## config.mk

```make
export PLATFORM = sky130hd
export DESIGN_NAME = drq_flow_control_slot_placer_flat
export DESIGN_NICKNAME = d
export VERILOG_FILES = /design/src/rtl/core/drqfc_pkg.sv /design/src/rtl/core/drqfc_if.sv /design/src/rtl/core/drqfc_slot_logic.sv /design/src/rtl/core/drq_flow_control_slot_placer.sv /design/src/flat_wrapper.sv
export SDC_FILE = /design/constraint.sdc
export NUM_CORES = 1
export LEC_CHECK = 0
export BUFFER_PORTS_ARGS = -buffer_cell sky130_fd_sc_hd__buf_2
export CAP_MARGIN = 20
export CORE_UTILIZATION = 44
export CTS_CLUSTER_SIZE = 14
export DETAILED_ROUTE_END_ITERATION = 10
export PLACE_DENSITY = 0.65
export REMOVE_ABC_BUFFERS = 1
export SLEW_MARGIN = 20
export SYNTH_ARGS = -nofsm -noshare
export SYNTH_HDL_FRONTEND = slang
export SYNTH_SLANG_ARGS = --single-unit
```

## constraint.sdc

```tcl
create_clock -name clk -period 2.9 [get_ports clk]
set_input_delay 0.29 -clock clk [delete_from_list [all_inputs] [get_ports clk]]
set_output_delay 0.29 -clock clk [all_outputs]
set_load 0.01 [all_outputs]
```

## src/rtl/core/drqfc_pkg.sv

```systemverilog
// Shared types and codes for the DRQ flow-control slot placer.
// No dependencies; compiled first.
`timescale 1ns / 1ps

package drqfc_pkg;

    typedef enum logic [2:0] {
        SLOT_IDLE   = 3'd0,
        SLOT_DRQ    = 3'd1,
        SLOT_GUARD0 = 3'd2,
        SLOT_GUARD1 = 3'd3,
        SLOT_TAIL   = 3'd4
    } slot_kind_t;

    typedef enum logic [2:0] {
        REG_PORT_MODE       = 3'd0,
        REG_NUM_COLUMNS     = 3'd1,
        REG_INTERVAL_ROWS   = 3'd2,
        REG_DRQ_ROW         = 3'd3,
        REG_DRQ_COLUMN      = 3'd4,
        REG_DRQ_EXTRA_WIDTH = 3'd5,
        REG_GUARD_MODE      = 3'd6,
        REG_TAIL_TICKS      = 3'd7
    } reg_index_t;

    localparam int unsigned CFG_DATA_W = 12;
    localparam int unsigned MAX_COLUMNS = 16;

    typedef struct packed {
        logic [1:0]  port_mode;
        logic [4:0]  num_columns;
        logic [11:0] interval_rows;
        logic [11:0] drq_row;
        logic [3:0]  drq_column;
        logic [3:0]  drq_extra_width;
        logic [1:0]  guard_mode;
        logic [3:0]  tail_ticks;
    } cfg_t;

    typedef struct packed {
        logic [3:0]  column_count;
        logic [12:0] row_count;
        logic        drq_done;
        logic [3:0]  replay_left;
        logic        guard_due;
        logic [3:0]  tail_left;
    } placer_state_t;

    typedef struct packed {
        slot_kind_t slot_kind;
        logic       sample_point;
        logic       drq_source;
    } slot_result_t;

endpackage

```

## src/rtl/core/drqfc_if.sv

```systemverilog
// Valid/ready channel interfaces for tick items in and slot items out.
// Depends on nothing but each other's style; compiled after drqfc_pkg.
`timescale 1ns / 1ps

interface drqfc_tick_if;
    logic valid;
    logic ready;
    logic interval_skipped;

    modport source (output valid, output interval_skipped, input ready);
    modport sink   (input valid, input interval_skipped, output ready);
endinterface

interface drqfc_slot_if;
    logic       valid;
    logic       ready;
    logic [2:0] slot_kind;
    logic       sample_point;
    logic       drq_source;

    modport source (output valid, output slot_kind, output sample_point,
                    output drq_source, input ready);
    modport sink   (input valid, input slot_kind, input sample_point,
                    input drq_source, output ready);
endinterface

```

## src/rtl/core/drqfc_slot_logic.sv

```systemverilog
// Per-tick slot decision and counter advance, purely combinational.
// Depends on drqfc_pkg.
`timescale 1ns / 1ps

module drqfc_slot_logic (
    input  drqfc_pkg::cfg_t          cfg,
    input  drqfc_pkg::placer_state_t state_cur,
    input  logic                     interval_skipped,
    output drqfc_pkg::placer_state_t state_next,
    output drqfc_pkg::slot_result_t  result
);
    import drqfc_pkg::*;

    logic          source;
    logic          enabled;
    logic [4:0]    cols;
    logic [4:0]    col_inc;
    logic [12:0]   row_inc;
    placer_state_t st;

    always_comb
    begin
        source  = cfg.port_mode[0];
        enabled = cfg.port_mode[1];
        st      = state_cur;

        result.slot_kind    = SLOT_IDLE;
        result.sample_point = 1'b0;
        result.drq_source   = source;

        if (state_cur.drq_done && state_cur.replay_left != 4'd0)
        begin
            result.slot_kind    = SLOT_DRQ;
            result.sample_point = !source && state_cur.replay_left == 4'd1;
            st.replay_left      = state_cur.replay_left - 4'd1;
        end
        else if (enabled && !interval_skipped && !state_cur.drq_done &&
                 state_cur.row_count == {1'b0, cfg.drq_row} &&
                 state_cur.column_count == cfg.drq_column)
        begin
            result.slot_kind    = SLOT_DRQ;
            result.sample_point = source || cfg.drq_extra_width == 4'd0;
            st.drq_done         = 1'b1;
            st.guard_due        = source && cfg.guard_mode != 2'd0;
            st.tail_left        = source ? cfg.tail_ticks : 4'd0;
            st.replay_left      = cfg.drq_extra_width;
        end
        else if (state_cur.guard_due)
        begin
            result.slot_kind = cfg.guard_mode[1] ? SLOT_GUARD1 : SLOT_GUARD0;
            st.guard_due     = 1'b0;
        end
        else if (state_cur.tail_left != 4'd0)
        begin
            result.slot_kind = SLOT_TAIL;
            st.tail_left     = state_cur.tail_left - 4'd1;
        end

        // column count clamped to 1..16
        if (cfg.num_columns == 5'd0)
            cols = 5'd1;
        else if (cfg.num_columns > 5'(MAX_COLUMNS))
            cols = 5'(MAX_COLUMNS);
        else
            cols = cfg.num_columns;

        col_inc = {1'b0, st.column_count} + 5'd1;
        row_inc = st.row_count + 13'd1;

        state_next = st;
        if (col_inc >= cols)
        begin
            // row edge cuts off pending replay, guard and tail
            state_next.column_count = 4'd0;
            state_next.guard_due    = 1'b0;
            state_next.tail_left    = 4'd0;
            state_next.replay_left  = 4'd0;
            state_next.row_count    = row_inc;
            if (row_inc > {1'b0, cfg.interval_rows})
            begin
                state_next.row_count = 13'd0;
                state_next.drq_done  = 1'b0;
            end
        end
        else
        begin
            state_next.column_count = col_inc[3:0];
        end
    end

endmodule

```

## src/rtl/core/drq_flow_control_slot_placer.sv

```systemverilog
// Top level of the DRQ flow-control slot placer: config registers, counter
// state, two-entry result buffer. Depends on drqfc_pkg, drqfc_if, drqfc_slot_logic.
`timescale 1ns / 1ps

// One tick item in gives one slot item out. A tick is accepted every cycle
// while the result buffer has room; its slot is decided in the same cycle
// from the counter state and registered into the result buffer. The
// two-entry result buffer keeps taking ticks into its skid entry while
// the consumer stalls; once both entries are full, ticks are held off until a
// slot is taken. Configuration is written through cfg_we/cfg_index/cfg_data
// and should only change while no ticks are in flight.

module drq_flow_control_slot_placer (
    input  logic                              clk,
    input  logic                              rst_n,
    input  logic                              cfg_we,
    input  drqfc_pkg::reg_index_t             cfg_index,
    input  logic [drqfc_pkg::CFG_DATA_W-1:0]  cfg_data,
    drqfc_tick_if.sink                        ticks,
    drqfc_slot_if.source                      slots
);
    import drqfc_pkg::*;

    cfg_t          cfg_reg;
    placer_state_t state_reg;
    placer_state_t state_next;
    slot_result_t  result;

    logic          out_valid_reg;
    logic          out_valid_next;
    slot_result_t  out_data_reg;
    slot_result_t  out_data_next;
    logic          skid_valid_reg;
    logic          skid_valid_next;
    slot_result_t  skid_data_reg;
    slot_result_t  skid_data_next;

    logic          accept;
    logic          take;

    assign ticks.ready = !skid_valid_reg;
    assign accept      = ticks.valid && !skid_valid_reg;
    assign take        = out_valid_reg && slots.ready;

    always_ff @(posedge clk or negedge rst_n)
    begin
        if (!rst_n)
        begin
            cfg_reg.port_mode       <= 2'd0;
            cfg_reg.num_columns     <= 5'd2;
            cfg_reg.interval_rows   <= 12'd0;
            cfg_reg.drq_row         <= 12'd0;
            cfg_reg.drq_column      <= 4'd0;
            cfg_reg.drq_extra_width <= 4'd0;
            cfg_reg.guard_mode      <= 2'd0;
            cfg_reg.tail_ticks      <= 4'd0;
        end
        else if (cfg_we)
        begin
            unique case (cfg_index)
                REG_PORT_MODE:       cfg_reg.port_mode       <= cfg_data[1:0];
                REG_NUM_COLUMNS:     cfg_reg.num_columns     <= cfg_data[4:0];
                REG_INTERVAL_ROWS:   cfg_reg.interval_rows   <= cfg_data[11:0];
                REG_DRQ_ROW:         cfg_reg.drq_row         <= cfg_data[11:0];
                REG_DRQ_COLUMN:      cfg_reg.drq_column      <= cfg_data[3:0];
                REG_DRQ_EXTRA_WIDTH: cfg_reg.drq_extra_width <= cfg_data[3:0];
                REG_GUARD_MODE:      cfg_reg.guard_mode      <= cfg_data[1:0];
                REG_TAIL_TICKS:      cfg_reg.tail_ticks      <= cfg_data[3:0];
                default:             cfg_reg                 <= cfg_reg;
            endcase
        end
    end

    drqfc_slot_logic u_slot_logic (
        .cfg              (cfg_reg),
        .state_cur        (state_reg),
        .interval_skipped (ticks.interval_skipped),
        .state_next       (state_next),
        .result           (result)
    );

    always_ff @(posedge clk or negedge rst_n)
    begin
        if (!rst_n)
            state_reg <= '0;
        else if (accept)
            state_reg <= state_next;
    end

    always_comb
    begin
        out_valid_next  = out_valid_reg;
        out_data_next   = out_data_reg;
        skid_valid_next = skid_valid_reg;
        skid_data_next  = skid_data_reg;

        if (take)
        begin
            if (skid_valid_reg)
            begin
                out_data_next   = skid_data_reg;
                skid_valid_next = 1'b0;
            end
            else
            begin
                out_valid_next = accept;
                out_data_next  = result;
            end
        end
        else if (!out_valid_reg)
        begin
            out_valid_next = accept;
            out_data_next  = result;
        end
        else if (accept)
        begin
            skid_valid_next = 1'b1;
            skid_data_next  = result;
        end
    end

    always_ff @(posedge clk or negedge rst_n)
    begin
        if (!rst_n)
        begin
            out_valid_reg  <= 1'b0;
            skid_valid_reg <= 1'b0;
        end
        else
        begin
            out_valid_reg  <= out_valid_next;
            skid_valid_reg <= skid_valid_next;
        end
    end

    always_ff @(posedge clk)
    begin
        out_data_reg  <= out_data_next;
        skid_data_reg <= skid_data_next;
    end

    assign slots.valid        = out_valid_reg;
    assign slots.slot_kind    = out_data_reg.slot_kind;
    assign slots.sample_point = out_data_reg.sample_point;
    assign slots.drq_source   = out_data_reg.drq_source;

    a_skid_behind_out: assert property (@(posedge clk) disable iff (!rst_n)
        skid_valid_reg |-> out_valid_reg)
        else $error("skid entry held without a head entry");

    a_sample_on_drq: assert property (@(posedge clk) disable iff (!rst_n)
        (out_valid_reg && out_data_reg.sample_point) |->
        out_data_reg.slot_kind == SLOT_DRQ)
        else $error("sample point on a non-DRQ slot");

    a_pending_needs_drq: assert property (@(posedge clk) disable iff (!rst_n)
        (state_reg.guard_due || state_reg.tail_left != 4'd0 ||
         state_reg.replay_left != 4'd0) |-> state_reg.drq_done)
        else $error("pending replay, guard or tail without a placed DRQ");

    a_skid_fill: assert property (@(posedge clk) disable iff (!rst_n)
        (out_valid_reg && !slots.ready && accept) |=> skid_valid_reg)
        else $error("item accepted under stall was not buffered");

endmodule

```

## src/flat_wrapper.sv

```systemverilog
// flat-port wrapper written by rule: the top's interface ports become plain ports
module drq_flow_control_slot_placer_flat import drqfc_pkg::*;
  (clk, rst_n, cfg_we, cfg_index, cfg_data, ticks_valid, ticks_interval_skipped, ticks_ready, slots_valid, slots_slot_kind, slots_sample_point, slots_drq_source, slots_ready);
  drqfc_tick_if ticks_i ();
  drqfc_slot_if slots_i ();
  input  logic clk;
  input  logic rst_n;
  input  logic cfg_we;
  input  drqfc_pkg::reg_index_t cfg_index;
  input  logic [drqfc_pkg::CFG_DATA_W-1:0] cfg_data;
  input wire logic [$bits(ticks_i.valid)-1:0] ticks_valid;
  input wire logic [$bits(ticks_i.interval_skipped)-1:0] ticks_interval_skipped;
  output wire logic [$bits(ticks_i.ready)-1:0] ticks_ready;
  output wire logic [$bits(slots_i.valid)-1:0] slots_valid;
  output wire logic [$bits(slots_i.slot_kind)-1:0] slots_slot_kind;
  output wire logic [$bits(slots_i.sample_point)-1:0] slots_sample_point;
  output wire logic [$bits(slots_i.drq_source)-1:0] slots_drq_source;
  input wire logic [$bits(slots_i.ready)-1:0] slots_ready;
  assign ticks_i.valid = ticks_valid;
  assign ticks_i.interval_skipped = ticks_interval_skipped;
  assign ticks_ready = ticks_i.ready;
  assign slots_valid = slots_i.valid;
  assign slots_slot_kind = slots_i.slot_kind;
  assign slots_sample_point = slots_i.sample_point;
  assign slots_drq_source = slots_i.drq_source;
  assign slots_i.ready = slots_ready;
  drq_flow_control_slot_placer u_core (.clk(clk), .rst_n(rst_n), .cfg_we(cfg_we), .cfg_index(cfg_index), .cfg_data(cfg_data), .ticks(ticks_i), .slots(slots_i));
endmodule
```

==> results of run 1 <==
[power breakdown]
part | internal, mW | leakage, nW | switching (mW)
Combinational | 0.713 | 1.22 | 0.833
Clock | 0.336 | 0.0986 | 0.482
Sequential | 1.48 | 1.02 | 0.225
Total | 2.52 | 2.33 | 1.54
[layer usage]
layer / vias up / global-route usage
met1: 1608 / 0.255
met4: 0 / 0.0639
met2: 47 / 0.332
li1: 1581 / -
met3: 11 / 0.0373
met5: - / 0
[through the flow]
step                total power, mW  setup TNS, ns  hold WS, ns  utilization
finish                         4.07              0       0.0244        0.530
global route                   4.37         -0.646        0.112        0.530
CTS                            4.02              0       0.0950        0.513
detailed placement             3.20              0        0.497        0.494
global placement               3.14              0        0.487        0.494
floorplan                      2.67              0     -0.00559            -
[timing repair]
action | CTS | global route
hold buffers | 0 | 0
endpoints found under the setup margin | 0 | 11
resized for setup | 0 | 30
buffers inserted | 0 | 3
[layout by cell type (no fill, tap or decap), drive strengths merged, types with 8 or more instances in the layout]
| master | count |
|---|---|
| o21ai | 32 |
| ha | 24 |
| nand3 | 16 |
| nor2 | 14 |
| a22o | 11 |
| nor3 | 10 |
| dfrtp | 73 |
| buf | 46 |
| xnor2 | 23 |
| mux2 | 38 |
| clkbuf | 9 |
| a21oi | 12 |
| nand2 | 51 |
| xor2 | 8 |
| inv | 23 |
| edfxtp | 10 |
[path summary, 6_finish.rpt]
kind                                    endpoint  depth (start not counted)
max in group asynchronous   u_core.state_reg[13]                          1
max reg2reg                 u_core.state_reg[18]                         14
min reg2reg                    u_core.cfg_reg[1]                          1
max                         u_core.state_reg[18]                         14
min in group clk           u_core.skid_valid_reg                          2
min                          u_core.state_reg[0]                          1
[final cells by class]
class | count | area share
tap | 133 | 0.0320
clock inverter | 7 | 0.0127
multi-input combinational | 301 | 0.450
inverter | 18 | 0.0130
timing repair buffer | 46 | 0.0545
sequential | 84 | 0.414
clock buffer | 9 | 0.0238
[cells by family after synthesis]
group                      after synthesis
buffers and inverters                   31
muxes                                   39
AOI/OAI and AO/OA                       75
adders and majority gates               24
and+or+nand+nor                        132
xor gates and xnor gates                31
DFF                                     84
==> results.tsv, run 1 <==
metric	value	unit
worstPathArrival	3.14	ns
antennaDiodeCount	0	
layout_setup_ws	0.0654	ns
cts-buffers-inserted	9	
wirelength	9780	µm
synth_xor_xnor_area_share	0.0638	
drt_iter0_markers	113	
drt-pass1-iter-count	4	
top_layer	met4	
vdd_drop_max	0.000325	V
crit_path_start_kind	flip-flop	
final_cells	598	
fin_crit	2.83	ns
grt_max_degree	75	
crit_chain	buf_4, nand2_4, nor2_4, and3_4, nand3_4, xnor2_2, ha_1, nand3_2, nor4_2, a21o_1, a31oi_2, or3_4, nor3b_2, a21o_1	
crit_required	3.21	ns
wl_met3	204	µm
place_inst	579	
drive_gt1_frac	0.299	
synth-edff-count	10	
vias_per_cell	5.43	
vias	3247	
drcViolationCount	0	
max_freq	0.353	GHz
post_dp_cell_area	4850	µm²
outcome	finished, final reports clean	
finalMaxSlewViolations	0	
syn_area_per_cell	10.8	µm²
synth_area	4490	µm²
startpoint	u_core.state_reg[11]	
synthCells	416	
ant_nets	0	
wl_met1	4440	µm
synthTopCellsByCount	73 x dfrtp_1, 49 x nand2_1, 38 x mux2_2, 31 x o21ai_0, 24 x ha_1	
path_buf_inv	1	
p_leak	2.33	nW
clock_latency	0.36	ns
synthAdderAreaFrac	0.0669	
synthFlopType	dfrtp_1	
dp.final_hpwl	6860	µm
slew-limit-headroom	0.340	
routedWlPerCell	16.4	µm
synth_top_family_by_area	simple AND/OR/NAND/NOR gates	
critical_path_class	flip-flop to flip-flop	
multi_input_comb_area	2340	µm²
fin_nets	505	
seq_area_frac_synth	0.480	
cp-end-kind	flip-flop	
fill_cells	901	
regArea	2160	µm²
ys_types	52	
grt_usage	0.197	
finClkSkew	0.0146	ns
finalSetupViolCount	0	
slowest_delay	0.44	ns
cp_max_fo	4	
r2r_setup_slack	0.07	ns
cts.sinks	84	
drv_cap	0	
met2WireLength	4970	µm
synth_mux_area_frac	0.0976	
yosysTopAreaCell	dfrtp_1	
cpMostUsedCell	a21o_1	
gp_congestion	0.868	
synth.yosys.warnings	0	
ys_async_sr_fraction	0.881	
largest_reg_flops	45	
die_x	103	µm
clockBufferDepth	2	
worst_slew_pin_slew	0.990	ns
hold_class	input pin to asynchronous set/reset pin	
grt_overflow	0	
port_buffers	27	
die-area	10600	µm²
rows	36	
synth_compound_area_frac	0.105	
core_area	9820	µm²
die_height	103	µm
htree_levels	3	
design_area	5210	µm²
powerDensity	781	nW/µm²
cts_root_buf	clkbuf_8	
preCtsSetupSlack	0.0387	ns
hold_viol	0	
finalCritPeriodShare	0.977	
r2r_start	u_core.state_reg[11]	
io_pins	28	
synth-seq-cells	84	
clkSlewWorstSetupHoldPaths	0.10	ns
antenna_found_initial	0	
synth_area_leaders	dfrtp_1 41%, mux2_2 9.5%, edfxtp_1 6.7%, ha_1 6.7%, nand2_1 4.1%	
grt_pass1_wl	15700	µm
cts_tree	yes	
area_growth	16.0	%
crit_family	simple AND/OR/NAND/NOR gates	
yosysMostFrequentCell	dfrtp_1	
synth-simple-area-share	0.156	
yosysTopAreaCellShare	0.407	
grt_pass1_vias	3066	
initial_core_util	0.457	
crit_slowest_cell	or3_4	
No activity file was read; power rests on OpenSTA's default activity.
==> inputs of run 2 (changes only) <==
Settings changed: CTS_BUF_LIST set to sky130_fd_sc_hd__clkbuf_2.
==> run 2 against run 1 <==
Effect of this change: critical path depth unchanged; power is 3.7% lower; sequential cell count stayed put; clock skew grew 0.026 ns; clock-buffer cell count stayed put; critical path type unchanged.
==> results.tsv, run 2 (same netlist as run 1, synthesis figures left out) <==
metric	value	unit	change
cts_root_buf	clkbuf_2		
fill_cells	889		-1.3%
post_dp_cell_area	4850	µm²	unchanged
htree_levels	3		unchanged
finalMaxSlewViolations	0		unchanged
power.switching	1.54	mW	+0.26%
finalCritPeriodShare	0.984		+0.00684
clock_latency	0.57	ns	+0.21 ns
design_area	5290	µm²	+1.6%
port_buffers	27		unchanged
p_sw_frac	0.394		+0.0155
hold_viol	0		unchanged
fin_crit	2.85	ns	+0.0198 ns
hold_slack	0.0495	ns	+0.0251 ns
rows	36		unchanged
crit_path_start_kind	flip-flop		
ant_nets	0		unchanged
fin_nets	520		+3.0%
drcViolationCount	0		unchanged
routedWlPerCell	16.2	µm	-0.74%
cts_tree	yes		
crit_required	3.43	ns	+0.22 ns
cts.sinks	84		unchanged
initial_core_util	0.457		unchanged
vias	3299		+1.6%
final_cells	613		+2.5%
critical_path_class	flip-flop to flip-flop		
die_x	103	µm	unchanged
layout_setup_ws	0.0455	ns	-0.0198 ns
preCtsSetupSlack	0.0387	ns	unchanged
cp-end-kind	flip-flop		
combPwrFrac	0.410		+0.030
hold_class	input pin to flip-flop		
clockBufferDepth	2		unchanged
antennaDiodeCount	0		unchanged
grt_overflow	0		unchanged
finClkSkew	0.0410	ns	+0.0264 ns
dp.final_hpwl	6860	µm	unchanged
vdd_drop_max	0.000304	V	-6.4%
grt_pass1_wl	15900	µm	+1.6%
worst_slew_pin_slew	0.800	ns	-0.190 ns
cts-buffers-inserted	9		unchanged
intPower	2.37	mW	-6.1%
top_layer	met4		
drive_gt1_frac	0.298		-0.00101
core_area	9820	µm²	unchanged
io_pins	28		unchanged
largest_reg_flops	45		unchanged
slew-limit-headroom	0.464		+0.124
wirelength	9950	µm	+1.7%
p_leak	2.38	nW	+2.1%
grt_pass1_vias	3150		+2.7%
final_cell_mix	69 x dfrtp_1, 48 x nand2_1, 38 x mux2_2		
worstPathArrival	3.38	ns	+0.24 ns
rsz0062_at_grt	yes		
clkSlewWorstSetupHoldPaths	0.27	ns	+0.17 ns
p_clk_frac	0.156		-0.045
wl_met1	4450	µm	about the same
cp_max_fo	4		unchanged
die-area	10600	µm²	unchanged
wl_met3	233	µm	+14%
vias_per_cell	5.38		-0.88%
total_power	3.92	mW	-3.7%
area_growth	17.9	%	
grt_max_degree	75		unchanged
powerDensity	740	nW/µm²	-5.2%
max_freq	0.350	GHz	-0.69%
drv_cap	0		unchanged
tns	0	ns	unchanged
met2WireLength	5100	µm	+2.7%
outcome	finished, final reports clean		
drt-pass1-iter-count	4		unchanged
die_height	103	µm	unchanged
antenna_found_initial	0		unchanged
final_common_cell	dfrtp_1		
drt_iter0_markers	102		-9.7%
place_inst	579		unchanged
fin_util	0.539		+0.00867
grt_usage	0.200		+0.00335
seqPwrFrac	0.435		+0.016
gp_congestion	0.868		unchanged
finalSetupViolCount	0		unchanged
[run 2: cell types whose count changed in the layout (fill, tap and decap cells not counted), sizes merged]
cell | previous run | this run
buf | 46 | 50
dlygate4sd3 | 0 | 11
[run 2: critical path, cell delays in order, from the launching register on]
cell and delay (ns):
dfrtp_1 0.46, buf_4 0.18, nand2_4 0.07, nor2_4 0.09
and3_4 0.22, nand3_2 0.10, xnor2_2 0.17, ha_1 0.30
nand3_2 0.10, nor4_2 0.27, a21o_1 0.13, a31oi_2 0.05
or3_4 0.44, nor3b_2 0.16, a21o_1 0.10
[run 2: path summary, 6_finish.rpt]
check | from | to | slack, ns | cells after the start
worst max-delay path | u_core.state_reg[11] | u_core.state_reg[18] | 0.05 | 14
worst min-delay path | cfg_data[3] | u_core.cfg_reg[29] | 0.05 | 3
worst max register to register | u_core.state_reg[11] | u_core.state_reg[18] | 0.05 | 14
worst min register to register | u_core.cfg_reg[1] | u_core.cfg_reg[1] | 0.55 | 1
max in group asynchronous | rst_n | u_core.cfg_reg[39] | 2.19 | 3
min in group asynchronous | rst_n | u_core.state_reg[0] | 0.07 | 2
[run 2: metal layers]
metal	vias up	GRT usage
li1	1602	-
met2	51	0.336
met4	0	0.0856
met5	-	0
met3	13	0.0292
met1	1633	0.258
[run 2: what timing repair did]
| item | 4_1_cts | 5_1_grt |
|---|---|---|
| gates resized for setup | 2 | 29 |
| buffers inserted | 0 | 6 |
| pin swaps | 1 | 14 |
| hold endpoints to repair | 91 | 0 |
| hold buffers | 11 | 0 |
| setup endpoints to repair | 1 | 13 |
[run 2: power by group through the flow]
stage / Sequential, mW / Combinational [mW] / Clock (mW)
2_1_floorplan: 1.69 / 0.984 / 0
3_3_place_gp: 1.70 / 1.44 / 0
3_5_place_dp: 1.71 / 1.49 / 0
4_1_cts: 1.68 / 1.52 / 0.629
5_1_grt: 1.74 / 1.80 / 0.677
6_report: 1.70 / 1.60 / 0.610
[run 2: area by class of cell]
type	instances	area, µm²	share of cell area
clock buffer	9	45.0	0.00851
clock inverter	7	66.3	0.0125
sequential	84	2160	0.408
timing repair buffer	61	448	0.0846
multi-input combinational	301	2340	0.442
inverter	18	67.6	0.0128
tap	133	166	0.0314
